--- config.mk ---
export PLATFORM = sky130hd
export DESIGN_NAME = soft_pwm_and_servo_tick_generator_core
export DESIGN_NICKNAME = d
export VERILOG_FILES = /design/src/design/sptg_pkg.sv /design/src/design/sptg_pwm.sv /design/src/design/sptg_servo.sv /design/src/design/sptg_out_fifo.sv /design/src/design/soft_pwm_and_servo_tick_generator_core.sv
export SDC_FILE = /design/constraint.sdc
export NUM_CORES = 1
export LEC_CHECK = 0
export BUFFER_PORTS_ARGS = -buffer_cell sky130_fd_sc_hd__buf_4
export CORE_ASPECT_RATIO = 0.5
export CORE_MARGIN = 10
export CORE_UTILIZATION = 26
export CTS_BUF_LIST = sky130_fd_sc_hd__clkbuf_4 sky130_fd_sc_hd__clkbuf_8
export CTS_CLUSTER_DIAMETER = 30
export CTS_CLUSTER_SIZE = 10
export DETAILED_ROUTE_END_ITERATION = 6
export PLACE_DENSITY_LB_ADDON = 0.05
export SLEW_MARGIN = 20
export SYNTH_ARGS = -nofsm -noshare
export SYNTH_HDL_FRONTEND = slang
export SYNTH_HIERARCHICAL = 1
export SYNTH_SLANG_ARGS = --single-unit
--- constraint.sdc ---
create_clock -name clk -period 3.6 [get_ports clk]
set_input_delay 0.36 -clock clk [delete_from_list [all_inputs] [get_ports clk]]
set_output_delay 0.36 -clock clk [all_outputs]
set_load 0.01 [all_outputs]
--- src/design/sptg_pkg.sv ---
// Shared types, constants and helpers for the soft PWM and servo tick generator.
// No dependencies; imported by every module of the block.
`timescale 1ns / 1ps
`default_nettype none

package sptg_pkg;

    localparam int MOTOR_CHANNELS = 4;
    localparam int POWER_CHANNELS = 2;
    localparam int SERVO_CHANNELS = 8;
    localparam int DUTY_W         = 8;
    localparam int PWM_CNT_W      = 9;
    localparam int FRAME_W        = 10;

    localparam int CFG_INDEX_W    = 2;
    localparam int CFG_DATA_W     = 64;
    localparam int IN_DATA_W      = 8;
    localparam int OUT_DATA_W     = 16;

    localparam int FIFO_DEPTH     = 3;
    localparam int FIFO_PTR_W     = 2;
    localparam int FIFO_CNT_W     = 2;

    localparam logic [PWM_CNT_W-1:0] PWM_TOP    = 9'd255;
    localparam logic [FRAME_W-1:0]   FRAME_WRAP = 10'd520;
    localparam logic [FRAME_W-1:0]   FRAME_RISE = 10'd1;
    localparam logic [FRAME_W-1:0]   SERVO_MIN  = 10'd20;
    localparam logic [FRAME_W-1:0]   SERVO_MAX  = 10'd60;

    typedef enum logic [CFG_INDEX_W-1:0] {
        REG_PWM_OFFSET,
        REG_MOTOR_DUTIES,
        REG_POWER_DUTIES,
        REG_SERVO_ENDS
    } cfg_reg_t;

    typedef enum logic [1:0] {
        PH_PWM,
        PH_GAP,
        PH_SERVO
    } phase_t;

    typedef struct packed {
        logic pwm_step;
        logic servo_step;
    } step_ctrl_t;

    typedef struct packed {
        logic                      frame_start;
        logic [SERVO_CHANNELS-1:0] servo;
        logic [POWER_CHANNELS-1:0] power;
        logic [MOTOR_CHANNELS-1:0] motor;
    } result_t;

    // High while duty plus offset reaches the down counter; zero duty is always low.
    function automatic logic pwm_level(
        input logic [DUTY_W-1:0]    duty,
        input logic [DUTY_W-1:0]    offset,
        input logic [PWM_CNT_W-1:0] counter
    );
        logic [PWM_CNT_W-1:0] sum;
        begin
            sum = {1'b0, duty} + {1'b0, offset};
            pwm_level = (duty != '0) && (sum >= counter);
        end
    endfunction

endpackage

`default_nettype wire

--- src/design/sptg_pwm.sv ---
// PWM slot: shared down counter and the motor and power pin levels.
// Depends on sptg_pkg.
`timescale 1ns / 1ps
`default_nettype none

module sptg_pwm (
    input  wire logic                                        clk,
    input  wire logic                                        rst_n,
    input  wire sptg_pkg::step_ctrl_t                        ctrl,
    input  wire logic [sptg_pkg::DUTY_W-1:0]                 offset,
    input  wire logic [sptg_pkg::MOTOR_CHANNELS*8-1:0]       motor_duties,
    input  wire logic [sptg_pkg::POWER_CHANNELS*8-1:0]       power_duties,
    output logic      [sptg_pkg::MOTOR_CHANNELS-1:0]         motor_next,
    output logic      [sptg_pkg::POWER_CHANNELS-1:0]         power_next
);
    import sptg_pkg::*;

    logic [PWM_CNT_W-1:0]      counter_reg;
    logic [PWM_CNT_W-1:0]      counter_next;
    logic [MOTOR_CHANNELS-1:0] motor_reg;
    logic [POWER_CHANNELS-1:0] power_reg;

    always_comb
    begin
        motor_next   = motor_reg;
        power_next   = power_reg;
        counter_next = counter_reg;
        if (ctrl.pwm_step)
        begin
            for (int n = 0; n < MOTOR_CHANNELS; n++)
            begin
                motor_next[n] = pwm_level(motor_duties[n*DUTY_W +: DUTY_W], offset,
                                          counter_reg);
            end
            for (int n = 0; n < POWER_CHANNELS; n++)
            begin
                power_next[n] = pwm_level(power_duties[n*DUTY_W +: DUTY_W], offset,
                                          counter_reg);
            end
            // reload at zero with top plus offset, else count down
            if (counter_reg == '0)
                counter_next = PWM_TOP + {1'b0, offset};
            else
                counter_next = counter_reg - 1'b1;
        end
    end

    always_ff @(posedge clk or negedge rst_n)
    begin
        if (!rst_n)
        begin
            counter_reg <= PWM_TOP;
            motor_reg   <= '0;
            power_reg   <= '0;
        end
        else
        begin
            counter_reg <= counter_next;
            motor_reg   <= motor_next;
            power_reg   <= power_next;
        end
    end

endmodule

`default_nettype wire

--- src/design/sptg_servo.sv ---
// Servo slot: frame counter and the servo pulse levels.
// Depends on sptg_pkg.
`timescale 1ns / 1ps
`default_nettype none

module sptg_servo (
    input  wire logic                                   clk,
    input  wire logic                                   rst_n,
    input  wire sptg_pkg::step_ctrl_t                   ctrl,
    input  wire logic [sptg_pkg::SERVO_CHANNELS*8-1:0]  servo_ends,
    output logic      [sptg_pkg::SERVO_CHANNELS-1:0]    servo_next,
    output logic                                        frame_start
);
    import sptg_pkg::*;

    logic [FRAME_W-1:0]        frame_reg;
    logic [FRAME_W-1:0]        frame_next;
    logic [SERVO_CHANNELS-1:0] servo_reg;
    logic                      in_window;

    assign in_window = (frame_reg >= SERVO_MIN) && (frame_reg <= SERVO_MAX);

    always_comb
    begin
        servo_next  = servo_reg;
        frame_next  = frame_reg;
        frame_start = 1'b0;
        if (ctrl.servo_step)
        begin
            frame_next = frame_reg + 1'b1;
            if (frame_reg == FRAME_WRAP)
            begin
                // wrap to zero, then advance like every other step
                frame_next = FRAME_RISE;
            end
            else if (frame_reg == FRAME_RISE)
            begin
                // raise every enabled servo, drop the disabled ones
                frame_start = 1'b1;
                for (int n = 0; n < SERVO_CHANNELS; n++)
                    servo_next[n] = (servo_ends[n*8 +: 8] != 8'd0);
            end
            else if (in_window)
            begin
                for (int n = 0; n < SERVO_CHANNELS; n++)
                begin
                    if ({{(FRAME_W-8){1'b0}}, servo_ends[n*8 +: 8]} == frame_reg)
                        servo_next[n] = 1'b0;
                end
            end
        end
    end

    always_ff @(posedge clk or negedge rst_n)
    begin
        if (!rst_n)
        begin
            frame_reg <= '0;
            servo_reg <= '0;
        end
        else
        begin
            frame_reg <= frame_next;
            servo_reg <= servo_next;
        end
    end

endmodule

`default_nettype wire

--- src/design/sptg_out_fifo.sv ---
// Small result queue that decouples the update stage from the output stream.
// Depends on sptg_pkg.
`timescale 1ns / 1ps
`default_nettype none

module sptg_out_fifo (
    input  wire logic                               clk,
    input  wire logic                               rst_n,
    input  wire logic                               push,
    input  wire sptg_pkg::result_t                  push_data,
    output logic                                    valid,
    input  wire logic                               ready,
    output sptg_pkg::result_t                       data,
    output logic      [sptg_pkg::FIFO_CNT_W-1:0]    count
);
    import sptg_pkg::*;

    result_t               mem_reg [FIFO_DEPTH];
    logic [FIFO_PTR_W-1:0] wptr_reg;
    logic [FIFO_PTR_W-1:0] wptr_next;
    logic [FIFO_PTR_W-1:0] rptr_reg;
    logic [FIFO_PTR_W-1:0] rptr_next;
    logic [FIFO_CNT_W-1:0] count_reg;
    logic [FIFO_CNT_W-1:0] count_next;
    logic                  pop;

    assign valid = (count_reg != '0);
    assign pop   = valid && ready;
    assign data  = mem_reg[rptr_reg];
    assign count = count_reg;

    always_comb
    begin
        wptr_next  = wptr_reg;
        rptr_next  = rptr_reg;
        count_next = count_reg;
        if (push)
            wptr_next = (wptr_reg == FIFO_PTR_W'(FIFO_DEPTH - 1)) ? '0 : wptr_reg + 1'b1;
        if (pop)
            rptr_next = (rptr_reg == FIFO_PTR_W'(FIFO_DEPTH - 1)) ? '0 : rptr_reg + 1'b1;
        if (push && !pop)
            count_next = count_reg + 1'b1;
        else if (pop && !push)
            count_next = count_reg - 1'b1;
    end

    always_ff @(posedge clk)
    begin
        if (push)
            mem_reg[wptr_reg] <= push_data;
    end

    always_ff @(posedge clk or negedge rst_n)
    begin
        if (!rst_n)
        begin
            wptr_reg  <= '0;
            rptr_reg  <= '0;
            count_reg <= '0;
        end
        else
        begin
            wptr_reg  <= wptr_next;
            rptr_reg  <= rptr_next;
            count_reg <= count_next;
        end
    end

    a_no_overflow: assert property (@(posedge clk) disable iff (!rst_n)
        (push && !pop) |-> (count_reg < FIFO_CNT_W'(FIFO_DEPTH)))
        else $error("result queue overflow");

    a_push_shows: assert property (@(posedge clk) disable iff (!rst_n)
        (push && (count_reg == '0)) |=> (valid && (data == $past(push_data))))
        else $error("word pushed into empty queue not presented");

endmodule

`default_nettype wire

--- src/design/soft_pwm_and_servo_tick_generator_core.sv ---
// Top level of the soft PWM and servo tick generator: config registers, tick
// divider, input register and result queue. Depends on sptg_pkg, sptg_pwm,
// sptg_servo and sptg_out_fifo.
//
//  channel   direction  handshake              payload
//  s_axis    in         tvalid/tready          tdata[0] tick, rest zero
//  m_axis    out        tvalid/tready          tdata motor, power, servo, frame_start
//  cfg       in         cfg_we (no ready)      cfg_index, cfg_data
//
// One word per cycle sustained while m_axis_tready stays high; a word's result passes
// the input register, then the update into the result queue, before it leaves.
// The three-entry result queue absorbs output stalls; s_axis_tready drops only
// when the input register and queue together hold three words.
// Reset clears config registers, tick phase, frame count, levels and sets the
// PWM counter to 255; no clearing pass.
`timescale 1ns / 1ps
`default_nettype none

module soft_pwm_and_servo_tick_generator_core (
    input  wire logic                                 clk,
    input  wire logic                                 rst_n,
    input  wire logic                                 s_axis_tvalid,
    output logic                                      s_axis_tready,
    input  wire logic [sptg_pkg::IN_DATA_W-1:0]       s_axis_tdata,  // [0] tick
    output logic                                      m_axis_tvalid,
    input  wire logic                                 m_axis_tready,
    // [3:0] motor_pins, [5:4] power_pins, [13:6] servo_pins, [14] frame_start
    output logic      [sptg_pkg::OUT_DATA_W-1:0]      m_axis_tdata,
    input  wire logic                                 cfg_we,
    input  wire logic [sptg_pkg::CFG_INDEX_W-1:0]     cfg_index,
    input  wire logic [sptg_pkg::CFG_DATA_W-1:0]      cfg_data
);
    import sptg_pkg::*;

    logic [DUTY_W-1:0]               offset_reg;
    logic [MOTOR_CHANNELS*8-1:0]     motor_duties_reg;
    logic [POWER_CHANNELS*8-1:0]     power_duties_reg;
    logic [SERVO_CHANNELS*8-1:0]     servo_ends_reg;

    phase_t                          phase_reg;
    phase_t                          phase_next;
    logic                            in_valid_reg;
    logic                            tick_reg;
    step_ctrl_t                      step;
    logic                            s_accept;

    logic [MOTOR_CHANNELS-1:0]       motor_next;
    logic [POWER_CHANNELS-1:0]       power_next;
    logic [SERVO_CHANNELS-1:0]       servo_next;
    logic                            frame_start;
    result_t                         push_word;
    result_t                         out_word;
    logic [FIFO_CNT_W-1:0]           fifo_count;
    logic [FIFO_CNT_W:0]             occupancy;

    // configuration writes
    always_ff @(posedge clk or negedge rst_n)
    begin
        if (!rst_n)
        begin
            offset_reg       <= '0;
            motor_duties_reg <= '0;
            power_duties_reg <= '0;
            servo_ends_reg   <= '0;
        end
        else if (cfg_we)
        begin
            case (cfg_reg_t'(cfg_index))
                REG_PWM_OFFSET:   offset_reg       <= cfg_data[DUTY_W-1:0];
                REG_MOTOR_DUTIES: motor_duties_reg <= cfg_data[MOTOR_CHANNELS*8-1:0];
                REG_POWER_DUTIES: power_duties_reg <= cfg_data[POWER_CHANNELS*8-1:0];
                REG_SERVO_ENDS:   servo_ends_reg   <= cfg_data[SERVO_CHANNELS*8-1:0];
                default:          ;
            endcase
        end
    end

    // input register; every held word drains into the queue next cycle
    assign occupancy     = {1'b0, fifo_count} + {{FIFO_CNT_W{1'b0}}, in_valid_reg};
    assign s_axis_tready = (occupancy < (FIFO_CNT_W + 1)'(FIFO_DEPTH));
    assign s_accept      = s_axis_tvalid && s_axis_tready;

    always_ff @(posedge clk or negedge rst_n)
    begin
        if (!rst_n)
            in_valid_reg <= 1'b0;
        else
            in_valid_reg <= s_accept;
    end

    always_ff @(posedge clk)
    begin
        if (s_accept)
            tick_reg <= s_axis_tdata[0];
    end

    // tick divider: slot 0 runs PWM, slot 1 idles, slot 2 runs servo
    always_comb
    begin
        step       = '0;
        phase_next = phase_reg;
        if (in_valid_reg && tick_reg)
        begin
            case (phase_reg)
                PH_PWM:
                begin
                    step.pwm_step = 1'b1;
                    phase_next    = PH_GAP;
                end
                PH_GAP:
                begin
                    phase_next = PH_SERVO;
                end
                default:
                begin
                    step.servo_step = 1'b1;
                    phase_next      = PH_PWM;
                end
            endcase
        end
    end

    always_ff @(posedge clk or negedge rst_n)
    begin
        if (!rst_n)
            phase_reg <= PH_PWM;
        else
            phase_reg <= phase_next;
    end

    sptg_pwm u_pwm (
        .clk          (clk),
        .rst_n        (rst_n),
        .ctrl         (step),
        .offset       (offset_reg),
        .motor_duties (motor_duties_reg),
        .power_duties (power_duties_reg),
        .motor_next   (motor_next),
        .power_next   (power_next)
    );

    sptg_servo u_servo (
        .clk         (clk),
        .rst_n       (rst_n),
        .ctrl        (step),
        .servo_ends  (servo_ends_reg),
        .servo_next  (servo_next),
        .frame_start (frame_start)
    );

    always_comb
    begin
        push_word.frame_start = frame_start;
        push_word.servo       = servo_next;
        push_word.power       = power_next;
        push_word.motor       = motor_next;
    end

    sptg_out_fifo u_out_fifo (
        .clk       (clk),
        .rst_n     (rst_n),
        .push      (in_valid_reg),
        .push_data (push_word),
        .valid     (m_axis_tvalid),
        .ready     (m_axis_tready),
        .data      (out_word),
        .count     (fifo_count)
    );

    assign m_axis_tdata = {{(OUT_DATA_W - $bits(result_t)){1'b0}}, out_word};

    a_pwm_then_gap: assert property (@(posedge clk) disable iff (!rst_n)
        step.pwm_step |=> (phase_reg == PH_GAP))
        else $error("phase did not move on after PWM slot");

    a_servo_then_pwm: assert property (@(posedge clk) disable iff (!rst_n)
        step.servo_step |=> (phase_reg == PH_PWM))
        else $error("phase did not wrap after servo slot");

    a_occupancy: assert property (@(posedge clk) disable iff (!rst_n)
        occupancy <= (FIFO_CNT_W + 1)'(FIFO_DEPTH))
        else $error("more words in flight than queue entries");

    a_start_only_servo: assert property (@(posedge clk) disable iff (!rst_n)
        push_word.frame_start |-> (in_valid_reg && step.servo_step))
        else $error("frame start outside a servo slot");

endmodule

`default_nettype wire
==> metrics.md <==
| Metric | Value |
|---|---|
| Max reg flops | `64` |
| Max-cap violations | `0` |
| Arr. time, crit path | `between 3 and 4 ns` |
| Largest net degree at the start of global routing | `between 70 and 80` |
| Crit path kind | `flip-flop to flip-flop` |
| Post-Syn Instances | `around 1100` |
| Pleak | `~6.3 nW` |
| EDFF count, synth | `46` |
| Status | `completed` |
| Clock Skews | `around 0.025 ns` |
| R2r startpoint | `offset_reg[0]` |
| Gr usage total | `0.1288` |
| YS warnings | `6` |
| Post-DP Area | `roughly 14000 µm²` |
| Worst Setup Start Kind | `flip-flop` |
| Final HPWL from detailed placement | `between 20000 and 30000 µm` |
| Initial DRC Count | `between 300 and 400` |
| Routed via count | `around 8900` |
| Tcrit/Tclk final | `0.9041` |
| First-pass GRT wire length | `approximately 57000 µm` |
| CP required | `roughly 4.0 ns` |
| Slowest stage cell, crit path | `dfrtp_1` |
| Simple-Gate Fraction of Synth Area | `0.1130` |
| Slew Limit Fails | `0` |
| Max incr delay on CP | `between 0.5 and 0.6 ns` |
| Cells along the critical path | `ha_1, inv_1, fa_1, nor2b_1, o21ai_0, a21oi_1, a211oi_1, xnor2_1, ha_1, nand4_1, o31ai_1, o221ai_1, a31oi_1, buf_4` |
| XOR/XNOR share of the synthesized area | `0.08210` |
| Layout cell share with drive strength beyond 1 | `0.2612` |
| Synthesized-area fraction occupied by adder cells | `0.1209` |
| Peak supply drop | `just over 200 µV` |
| Cell area after synthesis | `12370 µm²` |
| Final Hold Fails | `0` |
| H-tree levels | `2` |
| Post-route ant nets | `0` |
| Complex-gate fraction of the synthesized area | `0.08686` |
| DR WL/cell | `roughly 19 µm` |
| Crit. Startpoint | `offset_reg[0]` |
| Synth area leaders | `dfrtp_1, edfxtp_1, ha_1` |
| Syn Nets | `roughly 1300` |
| Initial antenna violation count | `5` |
| Residual DRC count | `0` |
| Core area | `about 47000 µm²` |
| Clk Latency, worst-skew pair | `a little under 0.6 ns` |
| Final Util | `0.3277` |
| Fmax | `between 300 and 400 MHz` |
| Die area | `between 50000 and 60000 µm²` |
| Setup TNS | `0 ns` |
| Clock-pin slew on the worst setup and hold paths | `about 0.06 ns` |
| Yosys reg bits | `208` |
| Avg Synthesized Cell Area | `11.34 µm²` |
| Post-synth top flop | `dfrtp_1` |
| Gr ovfl total | `0` |
| Commonest non-fill, non-tap cell in the layout | `dfrtp_1` |
| Cell accounting for the most synthesized area | `dfrtp_1` |
| Overall Power | `roughly 11 mW` |
| Root buffer selected by CTS | `clkbuf_8` |
| Die height | `174.3 µm` |
| Post-synth ARST share | `0.7788` |
| Vias/cell | `approximately 4.6` |
| Slew @ Worst Pin | `around 1.1 ns` |
| Worst Hold Launch | `cfg_data[31]` |
| Die width | `roughly 330 µm` |
| Hold Crit Class | `input pin to flip-flop` |
| RSZ-0062 raised after global routing | `false` |
| WL final | `37260 µm` |
| Sink Count | `208` |
| CP max FO | `7` |
| Area share of the largest cell type after synthesis | `0.3114` |
| Setup violators final | `0` |
| Fill cell count | `around 4800` |
| Largest family of logic cells by synthesized area | `multiplexers` |
| Num CTS Buffers | `44` |
| Count of cell types in the netlist | `67` |
| Vias in the first global route | `approximately 9400` |
| TritonCTS clock tree | `built` |
| Most common cell on crit path | `ha_1` |
| GR peak layer | `met2` |
| TritonRoute pass-1 iters | `4` |
| Starting Density | `0.2636` |
| Port bufs | `88` |
| Clock Path Buffers | `3` |
| Post-synthesis mux area share | `0.1256` |
| Met2 track demand over resource | `0.2191` |
| WP buf/inv | `2` |
| Area Growth Syn to Fin | `24.32%` |
| Pwr per Cell Area | `roughly 730 nW/µm²` |
| Post-CTS Setup Repair Bufs | `0` |
| # IOs | `97` |
| Met3 GRT Util | `0.02458` |
| GPL Wtd Cong | `about 0.77` |
| GR Util met1 | `0.1659` |
| Worst slew margin relative to its limit | `0.2931` |
| Cell Rows | `56` |
| Fin crit period | `between 3 and 4 ns` |
| Commonest cells after routing, fill and taps aside | `dfrtp_1, mux2_2, ha_1, buf_4, xnor2_1` |
| Post-route design area | `15380 µm²` |
| Seq/Total Area, Yosys | `0.4400` |
| Nets | `around 1500` |
| Kind of cell adding the most delay to the critical path | `compound AO/OA/AOI/OAI gates` |
| Crit. End Element | `flip-flop` |
-- final timing paths --
check	cells past startpoint	slack, ns	endpoint
hold / removal	2	0.05	servo_ends_reg[31]
setup / recovery	14	0.35	u_out_fifo/mem_reg[1][4]
min in group asynchronous	2	0.42	u_pwm/counter_reg[8]
max in group asynchronous	3	2.24	servo_ends_reg[42]
hold reg to reg	2	0.50	u_pwm/counter_reg[2]
setup reg to reg	14	0.35	u_out_fifo/mem_reg[1][4]
-- report_power, final --
group / internal [mW] / switching [mW]
clock: 1.83 / 1.15
sequential: 3.00 / 0.641
combinational: 2.19 / 2.45
total: 7.01 / 4.24
-- area by class of cell --
| cell class | instances | area, µm² | area share |
|---|---|---|---|
| inverter | 52 | 198.9 | 0.01293 |
| timing repair buffer | 159 | 1328 | 0.08630 |
| tap | 638 | 798.3 | 0.05189 |
| clock inverter | 18 | 255.2 | 0.01659 |
| antenna | 1 | 2.502 | 0.0001627 |
| sequential | 208 | 5446 | 0.3540 |
| multi-input combinational | 800 | 6584 | 0.4280 |
| clock buffer | 61 | 770.7 | 0.05010 |
-- Yosys cell counts (all sizes together) (4+ instances only) --
| library cell | number |
|---|---|
| dfrtp | 154 |
| mux2 | 122 |
| ha | 110 |
| xnor2 | 96 |
| nand2 | 61 |
| o21ai | 56 |
| inv | 52 |
| edfxtp | 46 |
| nor2 | 38 |
| a21oi | 34 |
| nor3 | 33 |
| nor4 | 32 |
| nand4 | 31 |
| buf | 23 |
| a211oi | 20 |
| xor2 | 20 |
| mux2i | 18 |
| a21o | 15 |
| a31oi | 11 |
| nand3 | 10 |
| or3 | 9 |
| clkbuf | 8 |
| dfstp | 8 |
| nand2b | 8 |
| and3 | 7 |
| nor2b | 7 |
| o211ai | 7 |
| fa | 6 |
| o31ai | 6 |
| or2 | 6 |
| o221ai | 4 |
-- cell families (layout without fill, tap and decap cells) --
family / count (synthesis) / in the layout
AND/OR/NAND/NOR: 256 / 256
flip-flops: 208 / 208
AO/OA/AOI/OAI: 171 / 171
multiplexers: 140 / 140
adder cells (fa/ha/maj): 116 / 116
XOR/XNOR: 116 / 116
buffers and inverters: 83 / 290
other: 1 / 2
-- repair_timing --
| item | 4_1_cts | 5_1_grt |
|---|---|---|
| resized for setup | 0 | 2 |
| endpoints found under the hold margin | 120 | 0 |
| setup endpoints to repair | 0 | 6 |
| hold buffers | 47 | 0 |
-- metrics by stage --
step                worst slack (ns)  hold slack (ns)  cells
floorplan                     0.7056          0.06441   1091
global placement              0.2887           0.4727   1810
detailed placement            0.2740           0.4805   1810
CTS                           0.2514         0.002071   1936
global route                 0.01184        0.0002306   1937
finish                        0.3452          0.04760   1937
-- per-layer routing --
| layer | vias up | share of wire |
|---|---|---|
| met2 | 117 | 0.48 |
| met3 | 52 | 0.035 |
| li1 | 4360 | - |
| met1 | 4322 | 0.47 |
| met4 | 0 | 0.017 |
| met5 | - | 0 |
Power figures use the tool's default switching activity.
